## config.mk

```make
export PLATFORM = sky130hd
export DESIGN_NAME = bssp_mul
export DESIGN_NICKNAME = d
export VERILOG_FILES = /design/src/bssp_pkg.sv /design/src/bssp_mul.sv
export SDC_FILE = /design/constraint.sdc
export NUM_CORES = 2
export LEC_CHECK = 0
export ABC_AREA = 1
export BUFFER_PORTS_ARGS = -buffer_cell sky130_fd_sc_hd__buf_2
export CORE_MARGIN = 3
export CORE_UTILIZATION = 60
export DETAILED_ROUTE_END_ITERATION = 6
export GPL_TIMING_DRIVEN = 0
export PLACE_DENSITY = 0.8
export RECOVER_POWER = 100
export SLEW_MARGIN = 25
export SYNTH_ARGS = -nofsm -noshare
export SYNTH_HDL_FRONTEND = slang
export SYNTH_SLANG_ARGS = --single-unit
export TNS_END_PERCENT = 10
```

## constraint.sdc

```tcl
create_clock -name clk -period 8.68 [get_ports clk]
set_input_delay 0.868 -clock clk [delete_from_list [all_inputs] [get_ports clk]]
set_output_delay 0.868 -clock clk [all_outputs]
set_load 0.05 [all_outputs]
```

## src/bssp_pkg.sv

```systemverilog
// ----------------------------------------------------------------------------
// Bisector side sign predicate: shared definitions
// Widths of the stream words, operation codes, side codes and the small
// sign helpers used by the pipeline.
// ----------------------------------------------------------------------------
`timescale 1ns / 1ps
`default_nettype none

package bssp_pkg;

  localparam int COORD_BITS_DEF = 20;
  localparam int FIELD_W        = 60;
  localparam int OP_W           = 2;
  localparam int SIDE_W         = 2;
  localparam int IN_TDATA_W     = 424;
  localparam int OUT_TDATA_W    = 8;
  localparam int MUL_CHUNK      = 32;
  localparam int NSTG           = 22;

  localparam logic [OP_W-1:0] OP_VERTEX = 2'd0;
  localparam logic [OP_W-1:0] OP_EDGE   = 2'd1;
  localparam logic [OP_W-1:0] OP_FACET  = 2'd2;

  typedef logic [SIDE_W-1:0] side_t;

  localparam side_t SIDE_ZERO = 2'b00;
  localparam side_t SIDE_POS  = 2'b01;
  localparam side_t SIDE_NEG  = 2'b11;

  function automatic side_t side_of(input logic neg, input logic nz);
    side_t s;
    if (neg) begin
      s = SIDE_NEG;
    end else if (nz) begin
      s = SIDE_POS;
    end else begin
      s = SIDE_ZERO;
    end
    return s;
  endfunction

  function automatic side_t side_mul(input side_t x, input side_t y);
    side_t s;
    if (x == SIDE_ZERO || y == SIDE_ZERO) begin
      s = SIDE_ZERO;
    end else if (x == y) begin
      s = SIDE_POS;
    end else begin
      s = SIDE_NEG;
    end
    return s;
  endfunction

endpackage

`default_nettype wire

```

## src/bssp_mul.sv

```systemverilog
// ----------------------------------------------------------------------------
// Pipelined signed multiplier
// Splits both operands into chunks of at most 33 signed bits, registers the
// partial products, then the row sums, then the full product.
// ----------------------------------------------------------------------------
`timescale 1ns / 1ps
`default_nettype none

module bssp_mul #(
  parameter int AW = 24,
  parameter int BW = 24
) (
  input  logic                    clk,
  input  logic [2:0]              en,
  input  logic signed [AW-1:0]    a,
  input  logic signed [BW-1:0]    b,
  output logic signed [AW+BW-1:0] p
);
  import bssp_pkg::*;

  localparam int K    = MUL_CHUNK;
  localparam int NA   = (AW + K - 1) / K;
  localparam int NB   = (BW + K - 1) / K;
  localparam int XA   = NA * K;
  localparam int XB   = NB * K;
  localparam int PPW  = 2 * K + 2;
  localparam int ROWW = XA + K + 2;
  localparam int SUMW = XA + XB + 2;

  logic signed [XA-1:0]   ax;
  logic signed [XB-1:0]   bx;
  logic signed [K:0]      ac [NA];
  logic signed [K:0]      bc [NB];
  logic signed [PPW-1:0]  pp [NA][NB];
  logic signed [ROWW-1:0] row_next [NB];
  logic signed [ROWW-1:0] row [NB];
  logic signed [SUMW-1:0] sum_next;

  always_comb begin
    ax = XA'(a);
    bx = XB'(b);
    for (int i = 0; i < NA; i++) begin
      if (i == NA - 1) begin
        ac[i] = $signed({ax[XA-1], ax[i*K +: K]});
      end else begin
        ac[i] = $signed({1'b0, ax[i*K +: K]});
      end
    end
    for (int j = 0; j < NB; j++) begin
      if (j == NB - 1) begin
        bc[j] = $signed({bx[XB-1], bx[j*K +: K]});
      end else begin
        bc[j] = $signed({1'b0, bx[j*K +: K]});
      end
    end
  end

  always_ff @(posedge clk) begin
    if (en[0]) begin
      for (int i = 0; i < NA; i++) begin
        for (int j = 0; j < NB; j++) begin
          pp[i][j] <= ac[i] * bc[j];
        end
      end
    end
  end

  always_comb begin
    for (int j = 0; j < NB; j++) begin
      row_next[j] = '0;
      for (int i = 0; i < NA; i++) begin
        row_next[j] = row_next[j] + (ROWW'(pp[i][j]) <<< (K * i));
      end
    end
  end

  always_ff @(posedge clk) begin
    if (en[1]) begin
      for (int j = 0; j < NB; j++) begin
        row[j] <= row_next[j];
      end
    end
  end

  always_comb begin
    sum_next = '0;
    for (int j = 0; j < NB; j++) begin
      sum_next = sum_next + (SUMW'(row[j]) <<< (K * j));
    end
  end

  always_ff @(posedge clk) begin
    if (en[2]) begin
      p <= sum_next[AW+BW-1:0];
    end
  end

endmodule

`default_nettype wire

```

# Word-level counts from Yosys, hierarchy flattened
# Memory sizes are Yosys's and may differ from the RTL's. A register that Yosys moved wholly into a read port is not among the register bits.
# Cells that the tools add are included.
[op_classes] mul=1 n_mux=4
[op_table] cell="multiplier 24 x 24 -> 48 bit" count=1
[op_table] cell="2-to-1 mux 1 bit" count=4
[totals] wordCells=7 inputBits=52 regBits=0 memories=2 ramBits=132 out_inout_bits=48
[mem_list] name="pp" words=1 word_bits=66 read_ports=1 rd_clocked_by_memory_dff=0 write_ports=1 line_no="bssp_mul.sv:34" text="logic signed [PPW-1:0] pp [NA][NB];"
[mem_list] name="row" words=1 word_bits=66 read_ports=1 rd_clocked_by_memory_dff=1 write_ports=1 line_no="bssp_mul.sv:36" text="logic signed [ROWW-1:0] row [NB];"

# Logic depth before layout (Yosys ltp)
[depth] word_depth=2 ltp_mapped=30 depth_no_buf=29

# Least setup slack after synthesis
# Ideal clock, no wire load.
[synth_timing] kind="in2reg" startpoint="input a[23]" endpoint="memory pp[0][64] (netlist bit), data pin" slack_ns=1.835 path_stages=24 setup_time_ns=0.252 required_ns=8.428 path_buffers=1 t_arrival_ns=6.593 cell_sequence="clkbuf_1 > nand2_1 > inv_1 > fa_1 > fa_1 > inv_1 > fa_1 > inv_1 > fa_1 > inv_1 > fa_1 > inv_1 > fa_1 > fa_1 > ha_1 > nand2_1 > nor2_1 > nand2_1 > nor2_1 > nand2_1 > a21oi_1 > nor2_1 > nand2_1 > nand2_1"
[synth_via] elab_chain_cells=1
[synth_rtl] element="start, declared" line_no="bssp_mul.sv:15" text="input logic signed [AW-1:0] a,"
[synth_rtl] element="multiplier 24 x 24 -> 48 bit" line_no="bssp_mul.sv:62" text="pp[i][j] <= ac[i] * bc[j];"
[synth_rtl] element="end, declared" line_no="bssp_mul.sv:34"
# Every way passes these cells.

# Worst setup path in the final report
[layout_timing] startpoint="input b[1]" endpoint="memory pp[0][44] (netlist bit), data pin"
[layout_via] elab_chain_cells=1
[layout_rtl] element="start, declared" line_no="bssp_mul.sv:16" text="input logic signed [BW-1:0] b,"
[layout_rtl] element="multiplier 24 x 24 -> 48 bit" line_no="bssp_mul.sv:62"
# Every way passes these cells.

==> impl_metrics.tcl <==
set metrics [dict create \
    status "complete, but fails checks" \
    violations "capacitance limit, slew limit" \
    cpPeakStageDelay_ns 0.74 \
    grt_max_degree 49 \
    fin_area_sq_um 28800 \
    overflow 0 \
    fillers 3826 \
    fp.dieW_microns 219 \
    critPathLaunchType "input port" \
    first_iter_violations 1944 \
    synth.area.top_cells "fa_1 (45%), edfxtp_1 (16%), inv_1 (14%)" \
    syn_area_per_cell_sq_um 8.57 \
    critical_path_buf_inv_count 5 \
    ys_warn_count 0 \
    syn_inst 3168 \
    maxSlewViolCount 147 \
    tns_ns 0 \
    nets 4079 \
    viasPerCell 5.31 \
    min_period_ns 8.23 \
    dp.cells 3859 \
    grt_usage_pct 35.5 \
    root_buffer "clkbuf_16" \
    slowest_stage "clkbuf_1" \
    coreArea_sq_um 44400 \
    start_util_pct 61.1 \
    drc_errors 0 \
    num_rows 77 \
    drive_gt1_share_pct 2.76 \
    dpl_cell_area_sq_um 28400 \
    timing.fmax_ghz 0.121 \
    ioPinCount 100 \
    grt_pass1_vias 22100 \
    rsz0062_at_grt "false" \
    final_common_cell "inv_1" \
    vias 20700 \
    clk-insertion-delay-late_ns 0.41 \
    cts_tree "built" \
    die_area_sq_um 47800 \
    hpwl_microns 66100 \
    endpoint_kind "flip-flop" \
    register_area_sq_um 4320 \
    cp_cell_sequence "clkbuf_1 -> clkbuf_1 -> nand2_1 -> inv_1 -> fa_1 -> fa_1 -> inv_1 -> fa_1 -> inv_1 -> fa_1 -> fa_1 -> fa_1 -> fa_1 -> ha_1 -> nand2_1 -> nor2_1 -> nand2_1 -> nor2_1 -> nand4_1 -> nand4_1 -> nand2_1" \
    crit_type "input port to flip-flop" \
    grt_first_pass_wirelength_microns 124000 \
    clk_pin_slew_worst_paths_ns 0.06 \
    dr.pass1.iters 6 \
    syn2layout_area_growth_pct 6.22 \
    worst_slew_pin_slew_ns 2.66 \
    cpMostUsedCell "fa_1" \
    finalSetupViolations 0 \
    slew_headroom_pct -77.6 \
    crit_fanout 10 \
    synth.net_count 3961 \
    fin_cells 3891 \
    fin_util_pct 64.9 \
    port_buffers 99 \
    final_cell_mix "inv_1 (1,019), nand2_1 (897), fa_1 (607), clkbuf_1 (151), edfxtp_1 (144)" \
    place_congestion 1.05 \
    period_share_pct 94.9 \
    ys_ff_latch 144 \
    postCtsHoldBufs 0 \
    multi_input_area_sq_um 18600 \
    final_antenna_net_count 0 \
    ys_types 25 \
    crit_arrival_ns 8.40 \
    path_delay_family "adder cells" \
    cts_resized 0 \
    htreeDepth 4 \
    yosysTopAreaCell "fa_1" \
    netlist.area_leader.share_pct 44.8 \
    cts_buffers 17 \
    cts_sinks 144 \
    r2r_slack_ns 8.02 \
    antenna_found_initial 1 \
    post_cts_buffers 0 \
    clock_skew_ns 0.00594 \
    cts_buffer_depth 2 \
    routed_wl_microns 80000 \
    seq_area_frac_synth_pct 15.9 \
    cp.required_ns 8.85 \
    wire_per_inst_microns 20.6 \
    fp.dieH_microns 219 \
    min_path_type "flip-flop to flip-flop" \
    netlist_area_sq_um 27200 \
    cap_viol_max_count 3 \
    hold_violations 0 \
]
-- cells in the mapped netlist (all sizes together) --
library cell  instances
ha                  134
a31oi                 2
fa                  607
o21ai                13
inv                1019
or2                   7
o21bai                3
edfxtp              144
nand4                14
xor2                 24
nor2                109
a21boi                1
nand3                49
nand3b                1
a21oi                38
xnor2                 7
nand2               899
nor4                  1
clkbuf               96
-- cell type report --
type / count / share of cell area (%)
Multi-Input combinational cell: 1909 / 64.5
Timing Repair Buffer: 99 / 1.48
Sequential cell: 144 / 15.0
Clock buffer: 18 / 1.49
Antenna cell: 1 / 0.00868
Tap cell: 592 / 2.57
Buffer: 96 / 1.25
Clock inverter: 13 / 0.442
Inverter: 1019 / 13.3
-- sequential cells by signal (all words and copies together), names as in the netlist --
register  cells
row          48
p            47
sum_next      1
pp           48
-- path summary, 6_finish.rpt --
kind,cells after the start,endpoint,from
worst max-delay path,21,pp[0][44],b[1]
worst min-delay path,0,p[39],row[0][39]
worst max register to register,0,row[0][16],pp[0][16]
worst min register to register,0,p[39],row[0][39]
-- kinds of logic after synthesis --
kind of cell / Yosys count / share of synthesized area [%]
simple gates: 1080 / 15.6
compound gates: 57 / 1.12
xor+xnor: 31 / 1.00
buf+inv: 1115 / 15.4
flops: 144 / 15.9
fa+ha+maj: 741 / 50.9
-- per-layer routing --
layer	GRT usage [%]	vias to the layer above	part of all wire (%)
met3	6.83	315	10
met2	57.0	1117	46
met5	0	-	0
li1	-	9095	-
met1	45.1	10100	36
met4	21.7	0	8.0
-- metrics by stage --
step / setup WS, ns / hold WS [ns]
2_1_floorplan: 1.83 / 0.400
3_3_place_gp: 0.415 / 0.400
3_5_place_dp: 0.382 / 0.405
4_1_cts: 0.812 / 0.415
5_1_grt: 0.233 / 0.423
6_report: 0.446 / 0.413
Power is left out: the tool's default activity adds up to more than one toggle a clock period on the data nets, which glitch-free logic cannot reach.
